`src/hw/rtl/rate_limited_pursuit_heading_defines.svh`:
```
// Assertion helpers shared by the RTL.
`ifndef RATE_LIMITED_PURSUIT_HEADING_DEFINES_SVH
`define RATE_LIMITED_PURSUIT_HEADING_DEFINES_SVH

// Same-cycle implication.
`define RLPH_ASSERT_IMPL(label, clk, rst, ante, cons) \
   label: assert property (@(posedge clk) disable iff (rst) (ante) |-> (cons)) \
      else $error("rlph: implication check failed");

// Next-cycle implication.
`define RLPH_ASSERT_NEXT(label, clk, rst, ante, cons) \
   label: assert property (@(posedge clk) disable iff (rst) (ante) |=> (cons)) \
      else $error("rlph: next-cycle check failed");

`endif

```
`src/hw/rtl/rlph_pkg.sv`:
```
package rlph_pkg;

   localparam int TGT_W      = 12;
   localparam int DT_W       = 16;
   localparam int POS_W      = 18;
   localparam int HEAD_W     = 16;
   localparam int RATE_W     = 16;
   localparam int CSR_IDX_W  = 1;
   localparam int PROD_W     = 32;
   localparam int Z_W        = 32;
   localparam int ATAN_IDX_W = 5;

   localparam logic [Z_W-1:0]    QUARTER_TURN = 32'h4000_0000;
   localparam logic [RATE_W-1:0] MOVE_RATE_RST = 16'd84;
   localparam logic [RATE_W-1:0] TURN_RATE_RST = 16'd1074;
   localparam logic signed [POS_W-1:0] CUR_X_RST = 18'sd25600;
   localparam logic signed [POS_W-1:0] CUR_Y_RST = 18'sd19200;
   localparam logic signed [POS_W-1:0] POS_MAX   = 18'sh1FFFF;
   localparam logic signed [POS_W-1:0] POS_MIN   = 18'sh20000;

   typedef enum logic [CSR_IDX_W-1:0] {
      REG_MOVE_RATE,
      REG_TURN_RATE
   } csr_reg_type;

   typedef enum logic [2:0] {
      ST_IDLE,
      ST_MUL_MOVE,
      ST_MUL_TURN,
      ST_WAIT,
      ST_STEP,
      ST_COMMIT
   } state_type;

   // atan(2^-i), 2^32 units per turn
   function automatic logic [Z_W-1:0] atan_entry(input logic [ATAN_IDX_W-1:0] idx);
      logic [Z_W-1:0] v;
      case (idx)
         5'd0:  v = 32'h2000_0000;
         5'd1:  v = 32'h12E4_051E;
         5'd2:  v = 32'h09FB_385B;
         5'd3:  v = 32'h0511_11D4;
         5'd4:  v = 32'h028B_0D43;
         5'd5:  v = 32'h0145_D7E1;
         5'd6:  v = 32'h00A2_F61E;
         5'd7:  v = 32'h0051_7C55;
         5'd8:  v = 32'h0028_BE53;
         5'd9:  v = 32'h0014_5F2F;
         5'd10: v = 32'h000A_2F98;
         5'd11: v = 32'h0005_17CC;
         5'd12: v = 32'h0002_8BE6;
         5'd13: v = 32'h0001_45F3;
         5'd14: v = 32'h0000_A2FA;
         5'd15: v = 32'h0000_517D;
         5'd16: v = 32'h0000_28BE;
         5'd17: v = 32'h0000_145F;
         5'd18: v = 32'h0000_0A30;
         5'd19: v = 32'h0000_0518;
         5'd20: v = 32'h0000_028C;
         5'd21: v = 32'h0000_0146;
         5'd22: v = 32'h0000_00A3;
         5'd23: v = 32'h0000_0051;
         default: v = '0;
      endcase
      return v;
   endfunction

endpackage

```
`src/hw/rtl/rlph_cordic.sv`:
```
// Vectoring CORDIC, one micro-rotation per cycle through a shared add/shift datapath.
module rlph_cordic #(
   parameter int DW           = 19,
   parameter int ANGLE_BITS   = 16,
   parameter int CORDIC_STEPS = 16
) (
   input  logic                  clock,
   input  logic                  reset,
   input  logic                  start,
   input  logic signed [DW-1:0]  dx,
   input  logic signed [DW-1:0]  dy,
   output logic                  done,
   output logic [ANGLE_BITS-1:0] bearing
);
   import rlph_pkg::*;

   localparam int CW    = DW + 2;
   localparam int CNT_W = $clog2(CORDIC_STEPS);
   // rounding to ANGLE_BITS folded into the starting angle (z is modular)
   localparam logic [Z_W-1:0] ROUND_C = Z_W'(1) << (31 - ANGLE_BITS);

   logic              busy_ff, busy_in;
   logic              done_ff, done_in;
   logic              zero_ff, zero_in;
   logic [CNT_W-1:0]  cnt_ff, cnt_in;
   logic signed [CW-1:0] cx_ff, cx_in, cy_ff, cy_in;
   logic [Z_W-1:0]    z_ff, z_in;
   logic signed [CW-1:0] xs, ys, dxw, dyw;
   logic [Z_W-1:0]    atan_c;
   logic              last;

   assign dxw    = CW'(dx);
   assign dyw    = CW'(dy);
   assign xs     = cx_ff >>> cnt_ff;
   assign ys     = cy_ff >>> cnt_ff;
   assign atan_c = atan_entry(ATAN_IDX_W'(cnt_ff));
   assign last   = (cnt_ff == CNT_W'(CORDIC_STEPS - 1));

   always_comb begin
      busy_in = busy_ff;
      done_in = 1'b0;
      zero_in = zero_ff;
      cnt_in  = cnt_ff;
      cx_in   = cx_ff;
      cy_in   = cy_ff;
      z_in    = z_ff;
      if (start) begin
         busy_in = 1'b1;
         cnt_in  = '0;
         zero_in = (dx == '0) && (dy == '0);
         if (dx < 0) begin
            if (dy >= 0) begin
               cx_in = dyw;
               cy_in = -dxw;
               z_in  = QUARTER_TURN + ROUND_C;
            end else begin
               cx_in = -dyw;
               cy_in = dxw;
               z_in  = ROUND_C - QUARTER_TURN;
            end
         end else begin
            cx_in = dxw;
            cy_in = dyw;
            z_in  = ROUND_C;
         end
      end else if (busy_ff) begin
         if (cy_ff > 0) begin
            cx_in = cx_ff + ys;
            cy_in = cy_ff - xs;
            z_in  = z_ff + atan_c;
         end else begin
            cx_in = cx_ff - ys;
            cy_in = cy_ff + xs;
            z_in  = z_ff - atan_c;
         end
         cnt_in = cnt_ff + 1'b1;
         if (last) begin
            busy_in = 1'b0;
            done_in = 1'b1;
         end
      end
   end

   always_ff @(posedge clock) begin
      if (reset) begin
         busy_ff <= 1'b0;
         done_ff <= 1'b0;
         cnt_ff  <= '0;
      end else begin
         busy_ff <= busy_in;
         done_ff <= done_in;
         cnt_ff  <= cnt_in;
      end
      zero_ff <= zero_in;
      cx_ff   <= cx_in;
      cy_ff   <= cy_in;
      z_ff    <= z_in;
   end

   assign done    = done_ff;
   assign bearing = zero_ff ? '0 : z_ff[Z_W-1 -: ANGLE_BITS];

endmodule

```
`src/hw/rtl/rate_limited_pursuit_heading.sv`:
```
// Channel   Direction  Handshake                 Payload
// req_      in         req_valid / req_ready     target_x, target_y, elapsed_us
// rsp_      out        rsp_valid / rsp_ready     pos_x, pos_y, heading
// csr_      in         csr_we (no wait)          csr_index, csr_wdata
//
// An accepted item runs through the shared multiplier, then the CORDIC loop (one
// micro-rotation per cycle), then the step and commit states.
// Both rate limits share one 16x16 multiplier, move limit first, then turn limit.
// reset is synchronous; after it, the block takes an item at once.
// A stalled result holds the block in its commit step; a new item may be taken
// while the previous result still waits.
`include "rate_limited_pursuit_heading_defines.svh"

module rate_limited_pursuit_heading #(
   parameter int FRAC_BITS    = 6,
   parameter int ANGLE_BITS   = 16,
   parameter int CORDIC_STEPS = 16
) (
   input  logic                                  clock,
   input  logic                                  reset,
   input  logic                                  req_valid,
   output logic                                  req_ready,
   input  logic signed [rlph_pkg::TGT_W-1:0]     req_target_x,
   input  logic signed [rlph_pkg::TGT_W-1:0]     req_target_y,
   input  logic [rlph_pkg::DT_W-1:0]             req_elapsed_us,
   output logic                                  rsp_valid,
   input  logic                                  rsp_ready,
   output logic signed [rlph_pkg::POS_W-1:0]     rsp_pos_x,
   output logic signed [rlph_pkg::POS_W-1:0]     rsp_pos_y,
   output logic [rlph_pkg::HEAD_W-1:0]           rsp_heading,
   input  logic                                  csr_we,
   input  logic [rlph_pkg::CSR_IDX_W-1:0]        csr_index,
   input  logic [rlph_pkg::RATE_W-1:0]           csr_wdata
);
   import rlph_pkg::*;

   localparam int TW    = TGT_W + FRAC_BITS;
   localparam int DW    = ((TW > POS_W) ? TW : POS_W) + 1;
   localparam int SUM_W = DW + 1;
   localparam int HW    = ((ANGLE_BITS > RATE_W) ? ANGLE_BITS : RATE_W) + 2;

   state_type state_ff, state_in;

   logic [RATE_W-1:0] move_rate_ff, turn_rate_ff;
   logic rsp_valid_ff, rsp_valid_in;

   logic signed [DW-1:0] tgt_x_ff, tgt_x_in, tgt_y_ff, tgt_y_in;
   logic [DT_W-1:0]      dt_ff, dt_in;
   logic [RATE_W-1:0]    mstep_ff, mstep_in, tstep_ff, tstep_in;
   logic signed [DW-1:0] dx_ff, dx_in, dy_ff, dy_in;
   logic signed [DW-1:0] step_x_ff, step_x_in, step_y_ff, step_y_in;
   logic signed [HW-1:0] turn_ff, turn_in;
   logic signed [POS_W-1:0] cur_x_ff, cur_x_in, cur_y_ff, cur_y_in;
   logic [ANGLE_BITS-1:0]   cur_heading_ff, cur_heading_in;

   logic [RATE_W-1:0]   mul_a;
   logic [PROD_W-1:0]   prod;
   logic                cordic_start, cordic_done;
   logic [ANGLE_BITS-1:0] bearing;

   logic signed [DW-1:0]  mv_lim, step_x_c, step_y_c;
   logic signed [ANGLE_BITS-1:0] diff;
   logic signed [HW-1:0]  tn_lim, diff_w, turn_c, head_sum;
   logic signed [SUM_W-1:0] sum_x, sum_y;
   logic signed [POS_W-1:0] sat_x, sat_y;

   // shared multiplier: move limit first, then turn limit
   assign mul_a = (state_ff == ST_MUL_TURN) ? turn_rate_ff : move_rate_ff;
   assign prod  = PROD_W'(mul_a) * PROD_W'(dt_ff);

   rlph_cordic #(
      .DW           (DW),
      .ANGLE_BITS   (ANGLE_BITS),
      .CORDIC_STEPS (CORDIC_STEPS)
   ) u_cordic (
      .clock   (clock),
      .reset   (reset),
      .start   (cordic_start),
      .dx      (dx_ff),
      .dy      (dy_ff),
      .done    (cordic_done),
      .bearing (bearing)
   );

   // limits and clamps
   assign mv_lim   = DW'($signed({1'b0, mstep_ff}));
   assign step_x_c = (dx_ff > mv_lim) ? mv_lim : ((dx_ff < -mv_lim) ? -mv_lim : dx_ff);
   assign step_y_c = (dy_ff > mv_lim) ? mv_lim : ((dy_ff < -mv_lim) ? -mv_lim : dy_ff);

   // half a turn lands on the negative side
   assign diff   = $signed(bearing - cur_heading_ff);
   assign diff_w = HW'(diff);
   assign tn_lim = HW'($signed({1'b0, tstep_ff}));
   assign turn_c = (diff_w > tn_lim) ? tn_lim : ((diff_w < -tn_lim) ? -tn_lim : diff_w);

   assign sum_x = SUM_W'(cur_x_ff) + SUM_W'(step_x_ff);
   assign sum_y = SUM_W'(cur_y_ff) + SUM_W'(step_y_ff);
   assign sat_x = (sum_x > SUM_W'(POS_MAX)) ? POS_MAX :
                  ((sum_x < SUM_W'(POS_MIN)) ? POS_MIN : sum_x[POS_W-1:0]);
   assign sat_y = (sum_y > SUM_W'(POS_MAX)) ? POS_MAX :
                  ((sum_y < SUM_W'(POS_MIN)) ? POS_MIN : sum_y[POS_W-1:0]);
   assign head_sum = HW'($signed({1'b0, cur_heading_ff})) + turn_ff;

   always_comb begin
      state_in       = state_ff;
      req_ready      = 1'b0;
      cordic_start   = 1'b0;
      rsp_valid_in   = rsp_valid_ff && !rsp_ready;
      tgt_x_in       = tgt_x_ff;
      tgt_y_in       = tgt_y_ff;
      dt_in          = dt_ff;
      mstep_in       = mstep_ff;
      tstep_in       = tstep_ff;
      dx_in          = dx_ff;
      dy_in          = dy_ff;
      step_x_in      = step_x_ff;
      step_y_in      = step_y_ff;
      turn_in        = turn_ff;
      cur_x_in       = cur_x_ff;
      cur_y_in       = cur_y_ff;
      cur_heading_in = cur_heading_ff;
      unique case (state_ff)
         ST_IDLE: begin
            req_ready = 1'b1;
            if (req_valid) begin
               tgt_x_in = DW'(req_target_x) <<< FRAC_BITS;
               tgt_y_in = DW'(req_target_y) <<< FRAC_BITS;
               dt_in    = req_elapsed_us;
               state_in = ST_MUL_MOVE;
            end
         end
         ST_MUL_MOVE: begin
            mstep_in = prod[PROD_W-1 -: RATE_W];
            dx_in    = tgt_x_ff - DW'(cur_x_ff);
            dy_in    = tgt_y_ff - DW'(cur_y_ff);
            state_in = ST_MUL_TURN;
         end
         ST_MUL_TURN: begin
            tstep_in     = prod[PROD_W-1 -: RATE_W];
            cordic_start = 1'b1;
            state_in     = ST_WAIT;
         end
         ST_WAIT: begin
            if (cordic_done) begin
               state_in = ST_STEP;
            end
         end
         ST_STEP: begin
            step_x_in = step_x_c;
            step_y_in = step_y_c;
            turn_in   = turn_c;
            state_in  = ST_COMMIT;
         end
         ST_COMMIT: begin
            // position registers double as the result; wait for the slot
            if (!rsp_valid_ff || rsp_ready) begin
               cur_x_in       = sat_x;
               cur_y_in       = sat_y;
               cur_heading_in = head_sum[ANGLE_BITS-1:0];
               rsp_valid_in   = 1'b1;
               state_in       = ST_IDLE;
            end
         end
         default: state_in = ST_IDLE;
      endcase
   end

   always_ff @(posedge clock) begin
      if (reset) begin
         state_ff <= ST_IDLE;
      end else begin
         state_ff <= state_in;
      end
   end

   always_ff @(posedge clock) begin
      if (reset) begin
         rsp_valid_ff   <= 1'b0;
         move_rate_ff   <= MOVE_RATE_RST;
         turn_rate_ff   <= TURN_RATE_RST;
         cur_x_ff       <= CUR_X_RST;
         cur_y_ff       <= CUR_Y_RST;
         cur_heading_ff <= '0;
      end else begin
         rsp_valid_ff   <= rsp_valid_in;
         cur_x_ff       <= cur_x_in;
         cur_y_ff       <= cur_y_in;
         cur_heading_ff <= cur_heading_in;
         if (csr_we) begin
            unique case (csr_reg_type'(csr_index))
               REG_MOVE_RATE: move_rate_ff <= csr_wdata;
               REG_TURN_RATE: turn_rate_ff <= csr_wdata;
            endcase
         end
      end
   end

   always_ff @(posedge clock) begin
      tgt_x_ff  <= tgt_x_in;
      tgt_y_ff  <= tgt_y_in;
      dt_ff     <= dt_in;
      mstep_ff  <= mstep_in;
      tstep_ff  <= tstep_in;
      dx_ff     <= dx_in;
      dy_ff     <= dy_in;
      step_x_ff <= step_x_in;
      step_y_ff <= step_y_in;
      turn_ff   <= turn_in;
   end

   assign rsp_valid   = rsp_valid_ff;
   assign rsp_pos_x   = cur_x_ff;
   assign rsp_pos_y   = cur_y_ff;
   assign rsp_heading = HEAD_W'(cur_heading_ff);

   `RLPH_ASSERT_IMPL(a_done_in_wait, clock, reset, cordic_done, state_ff == ST_WAIT)
   `RLPH_ASSERT_IMPL(a_step_bounded, clock, reset, state_ff == ST_COMMIT, (step_x_ff <= mv_lim) && (step_x_ff >= -mv_lim) && (step_y_ff <= mv_lim) && (step_y_ff >= -mv_lim))
   `RLPH_ASSERT_NEXT(a_commit_holds, clock, reset, (state_ff == ST_COMMIT) && rsp_valid_ff && !rsp_ready, (state_ff == ST_COMMIT) && $stable(cur_x_ff) && $stable(cur_heading_ff))

endmodule
```
`config.mk`:
```
export PLATFORM = sky130hd
export DESIGN_NAME = rate_limited_pursuit_heading
export DESIGN_NICKNAME = d
export VERILOG_FILES = /design/src/hw/rtl/rlph_pkg.sv /design/src/hw/rtl/rlph_cordic.sv /design/src/hw/rtl/rate_limited_pursuit_heading.sv
export VERILOG_INCLUDE_DIRS = /design/src /design/src/hw/rtl
export SDC_FILE = /design/constraint.sdc
export NUM_CORES = 2
export LEC_CHECK = 0
export BUFFER_PORTS_ARGS = -buffer_cell sky130_fd_sc_hd__buf_4
export CORE_AREA = 2 2 329 331
export CTS_BUF_LIST = sky130_fd_sc_hd__clkbuf_8
export CTS_CLUSTER_DIAMETER = 120
export CTS_CLUSTER_SIZE = 20
export DETAILED_ROUTE_END_ITERATION = 8
export DIE_AREA = 0 0 331 333
export PLACE_DENSITY_LB_ADDON = 0.15
export SYNTH_ARGS = -nofsm -noshare
export SYNTH_HDL_FRONTEND = slang
export SYNTH_SLANG_ARGS = --single-unit
```
`constraint.sdc`:
```
create_clock -name clock -period 21.6 [get_ports clock]
set_clock_uncertainty 0.05 [all_clocks]
set_input_delay 3.24 -clock clock [delete_from_list [all_inputs] [get_ports clock]]
set_output_delay 3.24 -clock clock [all_outputs]
set_load 0.02 [all_outputs]
```
Yosys cells after proc, flatten, opt, wreduce, memory -nomap -nowiden. Memory sizes are Yosys's and may differ from the RTL's. A register that Yosys moved wholly into a read port is not among the register bits. Index checks and enable logic that the tools add are counted.

Register bits after elaboration: 333. Bits in read-only memories: 480. Input port bits: 62. Output and inout port bits: 54. Memories: 1.

Memory list: (no name shown) (words 16, bits a word 30, rd ports 1, clocked after memory_dff 1, wr ports 0, RTL line rlph_pkg.sv:38) `case (idx)`.

Add/subtract/negate cells: 17. $mul: 1. Magnitude comparators: 13. Equality and inequality tests: 9. Shift-type cells: 2. Mux-type cells: 41. Bitwise logic cells: 2. Reductions and logical operators: 16.

Operators by type and width (number): $mux W21 (10); $mux W32 (5); $mux W16 (6); $mux W18 (4); $add A21 B21 Y21 (2); $neg A19 Y21 (2); $sshr A21 B4 Y21 (2); $sub A21 B21 Y21 (2); $add A18 B19 Y20 (2); $gt A20 B18 Y1 const B (2); $lt A20 B18 Y1 const B (2); $gt A19 B17 Y1 (2); $logic_not A19 Y1 (2); $lt A19 B19 Y1 (2); $mux W19 (2); $sub A18 B18 Y19 (2); $add A32 B32 Y32 (1); $mul A16 B16 Y32 (1); $sub A32 B32 Y32 (1); $gt A21 B1 Y1 const B (1); $ge A19 B1 Y1 const B (1); $lt A19 B1 Y1 const B (1); $neg A16 Y19 (1); $lt A16 B18 Y1 (1); other kinds (25) (44).

Logic depth before layout (Yosys ltp).
Depth after elaboration: 5. Gate-level depth with buffers: 30. Mapped depth without buffers: 26.

Hierarchy. A second synthesis with hierarchy kept.

Cell total of the unflattened synthesis: 4082. Area, all modules: 37119.4 µm².

Modules (own cells, without submodules): rate_limited_pursuit_heading (times used 1, cells each 2653, area each 24596.1 µm², seq. area each 6686.4 µm²); rlph_cordic (times used 1, cells each 1429, area each 12523.3 µm², seq. area each 2972.9 µm²).

Worst setup path before layout. Ideal clock, no wire load.

Path kind: register -> register. Start point: register state_ff[1]. End point: register mstep_ff[8] (data pin). Library setup time: 0.270 ns. Data arrival time: 7.407 ns. Required time: 21.280 ns. Setup slack: 13.873 ns. Cell stages (with the launch flop): 28. Path buffers: 5. Cells stage by stage: dfxtp_1 -> clkbuf_1 -> or3b_1 -> clkbuf_1 -> inv_1 -> clkbuf_1 -> buf_1 -> nand2_1 -> nand2_1 -> clkbuf_1 -> nand2_1 -> fa_1 -> inv_1 -> fa_1 -> fa_1 -> fa_1 -> fa_1 -> inv_1 -> fa_1 -> inv_1 -> ha_1 -> a21o_1 -> a21o_1 -> a221oi_1 -> o21ai_1 -> a2111oi_0 -> nor3_1 -> xor2_1.

Cells in the longest elaborated chain, start to end: 3.

Ends and longest elaborated chain: start: declaration (RTL line rate_limited_pursuit_heading.sv:42) `state_type state_ff, state_in;`; start signal: assignment (RTL line rate_limited_pursuit_heading.sv:172) `state_ff <= state_in;`; $eq A3 B2 Y1 (RTL line rate_limited_pursuit_heading.sv:68) `assign mul_a = (state_ff == ST_MUL_TURN) ? turn_rate_ff : move_rate_ff;`; $mux W16 (RTL line rate_limited_pursuit_heading.sv:68); $mul A16 B16 Y32 (RTL line rate_limited_pursuit_heading.sv:69) `assign prod = PROD_W'(mul_a) * PROD_W'(dt_ff);`; via prod[24] (RTL line rate_limited_pursuit_heading.sv:57) `logic [PROD_W-1:0] prod;`; end signal: assignment (RTL line rate_limited_pursuit_heading.sv:202) `mstep_ff <= mstep_in;`; end: declaration (RTL line rate_limited_pursuit_heading.sv:49) `logic [RATE_W-1:0] mstep_ff, mstep_in, tstep_ff, tstep_in;`.

The timed path passes the listed nets, and every way through them passes these cells. A chain may end at the register's enable or synchronous reset.

Final worst setup path.
Start point: register state_ff[0]. End point: register tstep_ff[8] (data pin).

Cells in the longest elaborated chain, start to end: 3.

Ends and longest elaborated chain: $eq A3 B2 Y1 (RTL line rate_limited_pursuit_heading.sv:68); $mux W16 (RTL line rate_limited_pursuit_heading.sv:68); $mul A16 B16 Y32 (RTL line rate_limited_pursuit_heading.sv:69); via prod[24] (RTL line rate_limited_pursuit_heading.sv:57); end signal: assignment (RTL line rate_limited_pursuit_heading.sv:203) `tstep_ff <= tstep_in;`; end: declaration (RTL line rate_limited_pursuit_heading.sv:49).

The timed path passes the listed nets, and every way through them passes these cells.

==> run summary <==
Total Routed Length - 110.2 mm
Gate count after technology mapping - 4091
Initial antenna violation count - 2
Crit path kind - flop to flop
Initial core utilization - 34.77%
Synthesis-stage register bit count - 363
CTS root buf - clkbuf_8
GRT Total Usage - 19.89%
Slew headroom - 25.08%
Hold Buf Count CTS - 0
Core ar. - 106600 um2
IO Port Bufs - 115
Worst-case clock buffer depth - 3
Number of CTS-inserted buffers - 26
Final Wtd Congestion - 0.8712
Worst reg2reg endpoint - tstep_ff[8]
Final setup fails - 0
Total setup buffers inserted after CTS - 0
DP Cell Count - 5485
Final cell count without fillers - 5535
Fin util - 37.45%
WP data arrival - 8.78 ns
# DRC - 0
Antenna viol nets, final - 0
FFs w/ async S/R, synth - 0%
FMAX - 119.2 MHz
Post-synth EDFFs - 239
Die Height - 333 um
Worst r2r src - state_ff[0]
Status - finished, final reports clean
Top Ports - 116
Hold crit path type - flop to flop
PD cells - 123.3 nW/um2
Initial drt markers - 2080
Synth Cell Area - 37070 um2
Max VDD drop - 0.07184 mV
Sink Count - 363
DR pass1 iterations - 5
Share of layout cells above drive strength 1 - 7.240%
Vias after detailed routing - 29554
Die Width - 331 um
CTS clk-pin slew, worst paths - 0.14 ns
CP Data Required Time - 21.99 ns
Mean Syn Cell Area - 9.060 um2
TNS Setup - 0 ns
Reg2reg setup slack - 13.21 ns
Vias per inst - 5.339
Synth warn - 0
Die ar. - 110200 um2
Crit share post-route - 38.85%
Crit path max fanout - 71
H-tree lvl count - 1
Total power - 0.004923 W
Post-CTS Resized - 0
Final-report max-slew violation count - 0
Clk_lat worst skew - 0.71 ns
Post-synth cell types - 85
First-pass GRT wire length - 172.9 mm
Post-synthesis sequential area ratio - 26.06%
R2r worst-path depth - 22
Largest net degree at the start of global routing - 78
RSZ-0062 raised after global routing - no
Dpl hpwl - 84.28 mm
Worst-margin pin slew - 1.108 ns
Finished Cell Area - 39930 um2
Worst Setup EP - tstep_ff[8]
Max-cap violation count - 0
Number of hold-slack violations in the final timing report - 0
FP Rows - 120
CTS tree - yes
Area after DPL - 39380 um2
P&R area growth vs syn - 7.717%
Post-Syn Nets - 4736
Final Critical Period - 8.392 ns
Endpoint class of the critical path - flop
# nets final - 4755
Routed length per instance - 19.92 um
Grt total ovfl - 0
Vias in the first global route - 29064
Top FF cell, synth - edfxtp_1
Startpoint types - flop
Critical Path Source - state_ff[0]
Leak pwr - 17.01 nW
## power breakdown
group          total, W  internal (W)  switching, W
clock          0.000403      0.000131      0.000272
sequential      0.00120       0.00102      0.000183
combinational   0.00332       0.00141       0.00191
total           0.00492       0.00256       0.00237
## how the worst min path moves through the flow
stage	startpoint	slack [ns]	cells past startpoint	end
finish	turn_rate_ff[0]	0.41	2	turn_rate_ff[0]
floorplan	move_rate_ff[0]	0.38	2	move_rate_ff[0]
global placement	turn_rate_ff[0]	0.39	2	turn_rate_ff[0]
global route	turn_rate_ff[7]	0.43	2	turn_rate_ff[7]
detailed placement	turn_rate_ff[0]	0.40	2	turn_rate_ff[0]
CTS	turn_rate_ff[0]	0.42	2	turn_rate_ff[0]
## per-layer routing
metal	part of all wire [%]	up-vias	global-route usage (%)
met5	0.012	-	0
met4	1.8	2	3.661
met3	4.9	91	2.541
met2	45	638	31.21
met1	48	14368	29.29
li1	-	14455	-
## state kept, by name, summed over array words and instances (netlist names), 18 cells and up
name and count:
dy_ff 19, rsp_pos_x 18, u_cordic.cx_ff 21, u_cordic.cy_ff 21
dx_ff 19, step_x_ff 19, u_cordic.z_ff 32, u_cordic.atan_c 30
step_y_ff 19, rsp_pos_y 18
## cell usage in the layout (no fill, tap or decap), types with 39 or more instances in the layout
| master | count |
|---|---|
| nand3_1 | 59 |
| nand2b_1 | 39 |
| edfxtp_1 | 239 |
| a211oi_1 | 41 |
| fa_1 | 200 |
| o211ai_1 | 49 |
| xor2_1 | 100 |
| a21oi_1 | 241 |
| nor2_1 | 215 |
| nand2_1 | 496 |
| ha_1 | 383 |
| or3_1 | 41 |
| o21ai_0 | 183 |
| o21a_1 | 44 |
| mux2i_1 | 96 |
| a21o_1 | 73 |
| buf_4 | 147 |
| and2_1 | 134 |
| dfxtp_1 | 121 |
| xnor2_1 | 166 |
| mux4_2 | 50 |
| inv_1 | 409 |
| nor2b_1 | 50 |
| nor3_1 | 66 |
## cell families (layout without fill, tap and decap cells)
group	Yosys count	after routing	share of synthesized area (%)
mux	172	172	6.420
compound gates	900	900	15.60
xor+xnor	266	266	6.285
fa+ha+maj	583	583	23.73
flops	363	363	26.06
other cells	0	2	0
simple gates	1246	1246	16.14
buf+inv	561	600	5.766
## per-stage QoR
step | hold slack, ns | setup slack [ns]
floorplan | 0.3829 | 13.87
global placement | 0.3932 | 13.30
detailed placement | 0.3981 | 13.13
CTS | 0.4163 | 13.13
global route | 0.4341 | 12.60
finish | 0.4128 | 13.21
## Yosys cell counts (all sizes together) (66+ instances only)
library cell	n	area share (%)
nand2	496	5.0
inv	402	4.1
ha	383	13
a21oi	242	3.3
edfxtp	239	19
nor2	218	2.2
o21ai	209	2.8
fa	200	11
xnor2	166	3.9
and2	135	2.3
dfxtp	124	6.7
clkbuf	123	1.2
xor2	100	2.4
mux2i	96	2.6
a21o	73	1.5
nor3	66	0.89
## cell type report
| type | instances | area [um2] |
|---|---|---|
| Antenna cell | 2 | 5.005 |
| Clock buffer | 28 | 385.4 |
| Clock inverter | 20 | 160.2 |
| Fill cell | 10870 | 66680 |
| Inverter | 405 | 1523 |
| Multi-Input combinational cell | 3167 | 25330 |
| Sequential cell | 363 | 9666 |
| Tap cell | 1403 | 1755 |
| Timing Repair Buffer | 147 | 1104 |
## critical path: stages (launching register included)
cell       delay (ns)
dfxtp_1          0.45
or3b_2           0.56
inv_4            0.63
nand2_1          0.12
nand2_1          0.53
nand2_1          0.15
fa_1             0.54
fa_1             0.46
fa_1             0.49
fa_1             0.49
inv_1            0.05
fa_1             0.50
fa_1             0.49
ha_1             0.23
nor3_1           0.24
o211ai_1         0.12
a41oi_1          0.20
o21ai_1          0.17
a221oi_1         0.63
o21ai_1          0.24
a2111oi_0        0.48
nor3_1           0.13
xor2_1           0.17
Power figures use the tool's default switching activity.
